<file path="config.mk">
export PLATFORM = sky130hd
export DESIGN_NAME = mts_csr
export DESIGN_NICKNAME = d
export VERILOG_FILES = /design/src/hw/rtl/mts_pkg.sv /design/src/hw/rtl/mts_csr.sv
export SDC_FILE = /design/constraint.sdc
export NUM_CORES = 1
export LEC_CHECK = 0
export ABC_AREA = 0
export BUFFER_PORTS_ARGS = -buffer_cell sky130_fd_sc_hd__buf_2
export CAP_MARGIN = 15
export CELL_PAD_IN_SITES_DETAIL_PLACEMENT = 0
export CELL_PAD_IN_SITES_GLOBAL_PLACEMENT = 2
export CORE_ASPECT_RATIO = 0.8
export CORE_MARGIN = 8
export CORE_UTILIZATION = 17
export CTS_BUF_LIST = sky130_fd_sc_hd__clkbuf_8
export CTS_CLUSTER_DIAMETER = 60
export DETAILED_ROUTE_END_ITERATION = 8
export PLACE_DENSITY_LB_ADDON = 0.1
export SLEW_MARGIN = 5
export SYNTH_ARGS = -nofsm -noshare
export SYNTH_HDL_FRONTEND = slang
export SYNTH_SLANG_ARGS = --single-unit
</file>
<file path="constraint.sdc">
create_clock -name clock -period 1.5 [get_ports clock]
set_input_delay 0.15 -clock clock [delete_from_list [all_inputs] [get_ports clock]]
set_output_delay 0.15 -clock clock [all_outputs]
set_load 0.005 [all_outputs]
</file>
<file path="src/hw/rtl/mts_pkg.sv">
// Shared types and constants for the max tracking stack.
package mts_pkg;

   localparam int STACK_DEPTH = 1024;
   localparam int ADDR_W      = $clog2(STACK_DEPTH);
   localparam int CNT_W       = 11;
   localparam int DATA_W      = 32;
   localparam int REQ_W       = 2;
   localparam int STATUS_W    = 2;
   localparam int PADDR_W     = 3;
   localparam int PDATA_W     = 32;

   localparam logic [CNT_W-1:0] LIMIT_RESET = CNT_W'(1024);
   localparam logic [CNT_W-1:0] DEPTH_CNT   = CNT_W'(STACK_DEPTH);

   typedef enum logic [REQ_W-1:0] {
      REQ_PUSH = 2'd0,
      REQ_POP  = 2'd1,
      REQ_PEEK = 2'd2
   } req_code_type;

   typedef enum logic [STATUS_W-1:0] {
      STS_OK        = 2'd0,
      STS_OVERFLOW  = 2'd1,
      STS_UNDERFLOW = 2'd2
   } status_type;

   typedef enum logic [PADDR_W-1:0] {
      REG_CAPACITY_LIMIT = 3'd0
   } reg_addr_type;

   // One stack entry: the value and the running maximum at or below it.
   typedef struct packed {
      logic signed [DATA_W-1:0] value;
      logic signed [DATA_W-1:0] maxv;
   } entry_type;

endpackage

</file>
<file path="src/hw/rtl/mts_csr.sv">
// APB-style register block holding the capacity limit.
module mts_csr (
   input  logic                          clock,
   input  logic                          reset,
   input  logic                          psel,
   input  logic                          penable,
   input  logic                          pwrite,
   input  logic [mts_pkg::PADDR_W-1:0]   paddr,
   input  logic [mts_pkg::PDATA_W-1:0]   pwdata,
   output logic [mts_pkg::PDATA_W-1:0]   prdata,
   output logic                          pready,
   output logic [mts_pkg::CNT_W-1:0]     capacity_limit
);

   logic [mts_pkg::CNT_W-1:0] limit_ff;
   logic [mts_pkg::CNT_W-1:0] limit_in;
   logic                      hit;

   assign hit    = (paddr == mts_pkg::REG_CAPACITY_LIMIT);
   assign pready = 1'b1;

   always_comb begin
      limit_in = limit_ff;
      if (psel && penable && pwrite && hit) begin
         limit_in = pwdata[mts_pkg::CNT_W-1:0];
      end
   end

   always_ff @(posedge clock) begin
      if (reset) begin
         limit_ff <= mts_pkg::LIMIT_RESET;
      end else begin
         limit_ff <= limit_in;
      end
   end

   assign prdata         = hit ? mts_pkg::PDATA_W'(limit_ff) : '0;
   assign capacity_limit = limit_ff;

endmodule

</file>
* After elaboration in Yosys (flattened, before gate mapping)
Index checks and enable logic that the tools add are counted.
** Word-level totals
- Register bits after elaboration :: 11
- Bits of input ports :: 40
- Output and inout bits :: 44
- Logic and storage cells :: 6
** Operators by class
- Multiplexer cells :: 1
- Reduce and logical (&&, ||, !) cells :: 4
** Operators with widths (number)
- 11-bit 2-to-1 mux :: 1
- 1-bit logical AND :: 3
- 3-bit logical NOT :: 1

* Longest topological paths before layout
Gate-level depths: netlist (run 1).
- Depth in word-level cells :: 3
- Depth in mapped cells :: 4
- Gate-level depth less buffers :: 3

* Worst setup path before layout (run 1)
No wires, ideal clock.
- Path kind :: input to register
- From :: input paddr[1] (netlist name)
- To :: register limit_ff, in the netlist capacity_limit[0]
- Setup time :: 72 ps
- Arrival :: 895 ps
- Required time :: 1428 ps
- Path slack :: 534 ps
- Stages on the path :: 4
- Buffers on the path :: 1
- Cells stage by stage :: nor3_2 and4_4 buf_12 mux2i_1
** Between the ends
- Word-level cells in the longest chain between the ends :: 2
** RTL lines
- from (decl) :: RTL line mts_csr.sv:8 : input logic [mts_pkg::PADDR_W-1:0] paddr,
- 3-bit logical NOT :: RTL line mts_csr.sv:19 : assign hit = (paddr == mts_pkg::REG_CAPACITY_LIMIT);
- 1-bit logical AND :: RTL line mts_csr.sv:24 : if (psel && penable && pwrite && hit) begin
- to (signal assigned) :: RTL line mts_csr.sv:31 : limit_ff <= mts_pkg::LIMIT_RESET;
- to (signal assigned) :: RTL line mts_csr.sv:33 : limit_ff <= limit_in;
- to (decl) :: RTL line mts_csr.sv:15 : logic [mts_pkg::CNT_W-1:0] limit_ff;
No other way between the ends.
A chain may end at the register's enable or synchronous reset.

* Worst setup path after layout (run 1)
- From :: input paddr[1] (netlist name)
- To :: output prdata[10] (netlist name)
** Between the ends
- Word-level cells in the longest chain between the ends :: 2
** RTL lines
- 3-bit logical NOT :: RTL line mts_csr.sv:19
- 11-bit 2-to-1 mux :: RTL line mts_csr.sv:37 : assign prdata = hit ? mts_pkg::PDATA_W'(limit_ff) : '0;
- to (decl) :: RTL line mts_csr.sv:10 : output logic [mts_pkg::PDATA_W-1:0] prdata,
No other way between the ends.

==> results of run 1 <==
-- Yosys cell counts --
cell      number
dfxtp_1       11
and4_4         1
buf_12         1
mux2i_1       11
and2_1        10
and2_2         1
buf_4         22
nor3_2         1
clkbuf_1       3
conb_1         2
nand2b_1      20
nor2_1         2
-- power by group --
group          internal (µW)  switching [µW]
Combinational           34.9            38.9
Clock                    180             111
Sequential               295            1.50
-- critical path, delay by kind of cell --
kind	cells	cell delay, ns
buffers and inverters	3	0.41
AND/OR/NAND/NOR	2	0.34
-- final timing paths --
path,start,end,slack [ns]
worst max register to register,capacity_limit[10]$_SDFFE_PP1P_,capacity_limit[10]$_SDFFE_PP1P_,0.89
worst min-delay path,pwdata[1],capacity_limit[1]$_SDFFE_PP0P_,0.17
worst max-delay path,paddr[1],prdata[10],0.45
worst min register to register,capacity_limit[5]$_SDFFE_PP0P_,capacity_limit[5]$_SDFFE_PP0P_,0.48
-- area by class of cell --
type	instances	area, µm²
Fill cell	487	3270
Timing Repair Buffer	41	208
Clock buffer	3	41.3
Tap cell	57	71.3
Sequential cell	11	220
Multi-Input combinational cell	68	417
Clock inverter	1	3.75
-- metrics by stage --
step	instance area, µm²	hold slack (ns)	cells	setup WS [ns]	utilization [%]
after floorplan	833	0.305	105	0.534	-
after global placement	916	0.407	177	0.361	21.7
after detailed placement	916	0.420	177	0.328	21.7
after CTS	961	0.170	181	0.427	22.7
after global routing	961	0.175	181	0.352	22.7
final	961	0.173	181	0.447	22.7
-- layer usage --
layer  wire, µm  vias up  track usage, %
li1           -      297               -
met1        963      255            7.18
met2        793       41            7.84
met3        307        0            4.53
met4          0        0           0.551
met5          0        -               0
-- cell families (layout without fill, tap and decap cells) --
kind of cell           Yosys count  after routing
buffers and inverters           26             45
DFF                             11             11
muxes                           11             11
other                            2             22
and+or+nand+nor                 35             35
==> results.json, run 1 <==
{
  "largest_reg_flops": 11,
  "synth.avg_cell_area_um2": 8.92,
  "synth_fa_ha_area_share_pct": 0,
  "synth_area_leader_cell": "dfxtp_1",
  "whs_path_depth": 3,
  "portBuffers": 40,
  "core_mm2": 0.00423,
  "crit_type": "input port to output pin",
  "worstPathMaxFanout": 11,
  "finalClockSkew_ns": 0,
  "gp_congestion": 0.592,
  "grt_start_max_net_pins": 23,
  "die_w_um": 90.7,
  "outcome": "finished, final reports clean",
  "synth_top_family_by_area": "simple AND/OR/NAND/NOR gates",
  "muxShareOfSynthArea_pct": 14.5,
  "synthTopCellsByArea": "dfxtp_1, buf_4, nand2b_1, mux2i_1, and2_1",
  "ys_types": 12,
  "critPathMaxStageDelay_ns": 0.21,
  "cp-end-kind": "output pin",
  "cts_hold_buf": 0,
  "power_uw": 661,
  "ir_worst_vdd_uv": 471,
  "clockBufferDepth": 2,
  "path_common_cell": "buf_2",
  "crit_path_start_kind": "input port",
  "finalSetupTns_ns": 0,
  "ys_seq_area_share_pct": 29.0,
  "setup_viol": 0,
  "leakagePower_uw": 0.000482,
  "post-route-min-period_ns": 1.05,
  "layout_common_cells": "buf_2, conb_1, nand2b_1",
  "hold_class": "input port to flip-flop",
  "finalCritPeriodShare_pct": 70.2,
  "synth_compound_gate_area_share_pct": 0,
  "dieArea_mm2": 0.00687,
  "synth-simple-area-share_pct": 29.5,
  "nNetsFinal": 165,
  "crit_path_top_delay_cell": "buf_4",
  "drive_gt1_share_pct": 37.9,
  "wire_per_inst_um": 11.4,
  "first_iter_violations": 15,
  "ant_nets": 0,
  "cts_buffers": 3,
  "syn_inst": 85,
  "power_density_mw_per_mm2": 688,
  "io_pins": 84,
  "syn_area_um2": 758,
  "rsz0062_at_grt": "false",
  "reg2regPathDepth": 2,
  "row_count": 21,
  "required_ns": 1.35,
  "start_util_pct": 17.9,
  "clock-root-buffer": "clkbuf_8",
  "die_y_um": 75.7,
  "num_vias": 593,
  "tritoncts": "done",
  "arrival_ns": 0.90,
  "drc": 0,
  "clock_latency_ns": 0.23,
  "antenna_found_initial": 0,
  "routed_wl_um": 2060,
  "syn2layout_area_growth_pct": 26.7,
  "ys_seq_elements": 11,
  "layout_commonest_cell": "buf_2",
  "synth_top_area_share_pct": 29.0,
  "cap_violations": 0,
  "htree_levels": 1,
  "cp_cell_sequence": "buf_2, nor3_2, buf_4, and2_2, buf_2",
  "viasPerCell": 3.28,
  "grt_pass1_wl_um": 3070,
  "maxSlewViolCount": 0,
  "diodes": 0,
  "grt-ovfl-total": 0,
  "synth_xor_xnor_area_share_pct": 0,
  "cts-resized-gates": 0,
  "cts_setup_buffers": 0,
  "yosysWarnings": 0,
  "dr.pass1.iters": 2,
  "clock_sinks": 11,
  "finalHoldViolations": 0,
  "grt_usage_pct": 5.81,
  "clk_pin_slew_ns": 0.05,
  "grt_pass1_vias": 613,
  "hpwl_um": 1640,
  "fmax_mhz": 949
}
No activity file was read; power rests on OpenSTA's default activity.
==> run 2: changes to the inputs <==
--- a/config.mk
+++ b/config.mk
@@ -12,7 +12,7 @@
 export CELL_PAD_IN_SITES_GLOBAL_PLACEMENT = 2
 export CORE_ASPECT_RATIO = 0.8
 export CORE_MARGIN = 8
-export CORE_UTILIZATION = 17
+export CORE_UTILIZATION = 16
 export CTS_BUF_LIST = sky130_fd_sc_hd__clkbuf_8
 export CTS_CLUSTER_DIAMETER = 60
 export DETAILED_ROUTE_END_ITERATION = 8
==> constraint.sdc (replaced) <==
create_clock -name clock -period 1.1 [get_ports clock]
set_input_delay 0.11 -clock clock [delete_from_list [all_inputs] [get_ports clock]]
set_output_delay 0.11 -clock clock [all_outputs]
set_load 0.005 [all_outputs]
==> run 2 against run 1 <==
  * Total power up 37%
  * Setup slack got worse by 0.30 ns
  * Critical path depth is the same
  * Clock-buffer cell count did not move
==> results.json, run 2 (synthesized netlist as in run 1, its figures left out) <==
{
  "crit_type": "input port to output pin",
  "dieArea_mm2": 0.00721,
  "clock-root-buffer": "clkbuf_8",
  "finalCoreUtilization_pct": 21.1,
  "wire_per_inst_um": 11.2,
  "grt-ovfl-total": 0,
  "finalClockSkew_ns": 0,
  "crit_path_top_delay_cell": "buf_4",
  "clock_latency_ns": 0.23,
  "dpl_cell_area_um2": 920,
  "num_vias": 602,
  "cp_cell_sequence": "buf_2, nor3_2, buf_4, and2_2, buf_2",
  "grt_start_max_net_pins": 23,
  "hpwl_um": 1710,
  "syn2layout_area_growth_pct": 27.2,
  "tritoncts": "done",
  "maxSlewViolCount": 0,
  "ant_nets": 0,
  "crit_path_start_kind": "input port",
  "cts_setup_buffers": 0,
  "portBuffers": 40,
  "cap_violations": 0,
  "diodes": 0,
  "setup_viol": 0,
  "die_w_um": 93.0,
  "placed_cells": 180,
  "required_ns": 0.99,
  "io_pins": 84,
  "path_common_cell": "buf_2",
  "cp-end-kind": "output pin",
  "cts_hold_buf": 0,
  "worstPathMaxFanout": 11,
  "nNetsFinal": 165,
  "clk_pin_slew_ns": 0.05,
  "power_uw": 903,
  "instances_no_fill": 184,
  "gp_congestion": 0.638,
  "drive_gt1_share_pct": 37.9,
  "clockBufferDepth": 2,
  "hold_class": "input port to flip-flop",
  "row_count": 22,
  "leakagePower_uw": 0.000482,
  "layout_commonest_cell": "buf_2",
  "cts_buffers": 3,
  "fmax_mhz": 1050,
  "core_mm2": 0.00457,
  "grt_pass1_wl_um": 3200,
  "hold_ws_ns": 0.132,
  "grt_usage_pct": 5.62,
  "power_density_mw_per_mm2": 936,
  "post-route-min-period_ns": 0.953,
  "cts-resized-gates": 0,
  "htree_levels": 1,
  "finalCritPeriodShare_pct": 86.7,
  "finalHoldViolations": 0,
  "reg2reg_slack_ns": 0.50,
  "ir_worst_vdd_uv": 334,
  "grt_pass1_vias": 648,
  "antenna_found_initial": 0,
  "rsz0062_at_grt": "false",
  "viasPerCell": 3.27,
  "first_iter_violations": 17,
  "cp.buffers_inverters": 3,
  "outcome": "finished, final reports clean",
  "die_y_um": 77.6,
  "clock_sinks": 11,
  "routed_wl_um": 2060,
  "design_area_um2": 965,
  "start_util_pct": 16.6,
  "drc": 0,
  "cp_top_family": "buffers and inverters",
  "critPathMaxStageDelay_ns": 0.20,
  "dr.pass1.iters": 4,
  "arrival_ns": 0.84,
  "largest_reg_flops": 11,
  "layout_common_cells": "buf_2, conb_1, nand2b_1"
}
[run 2: cell counts in the layout (fill, tap and decap cells not counted)]
No cell type changed its count.
[run 2: where the power goes]
part           internal (µW)  switching [µW]
clock network            245             153
logic                   47.7            52.9
registers                402            1.99
[run 2: layout make-up]
cell class	instances	area (µm²)
well taps	60	75.1
flip-flops and latches	11	220
clock inverters	1	3.75
fillers	542	3600
clock buffers	3	41.3
repair buffers	41	208
multi-input cells	68	417
[run 2: worst paths after layout]
| check | startpoint | end | cells past startpoint |
|---|---|---|---|
| max | paddr[1] | prdata[10] | 5 |
| min reg2reg | capacity_limit[1]$_SDFFE_PP0P_ | capacity_limit[1]$_SDFFE_PP0P_ | 2 |
| min | pwdata[4] | capacity_limit[4]$_SDFFE_PP0P_ | 3 |
| max reg2reg | capacity_limit[9]$_SDFFE_PP0P_ | capacity_limit[9]$_SDFFE_PP0P_ | 2 |
[run 2: through the flow]
step	setup TNS [ns]	setup slack (ns)
6_report	0	0.147
5_1_grt	0	0.0431
4_1_cts	0	0.117
3_5_place_dp	-0.119	-0.0222
3_3_place_gp	0	0.00154
2_1_floorplan	0	0.174
[run 2: layer usage]
layer	vias to the layer above	routed length, µm	GRT usage [%]
met1	273	828	5.77
li1	297	-	-
met4	0	28	1.93
met5	-	0	0
met2	30	1060	9.70
met3	2	149	2.79
[run 2: worst min-delay path: stages]
cell and delay (ns):
buf_2 0.10, nand2b_1 0.06, mux2i_1 0.06
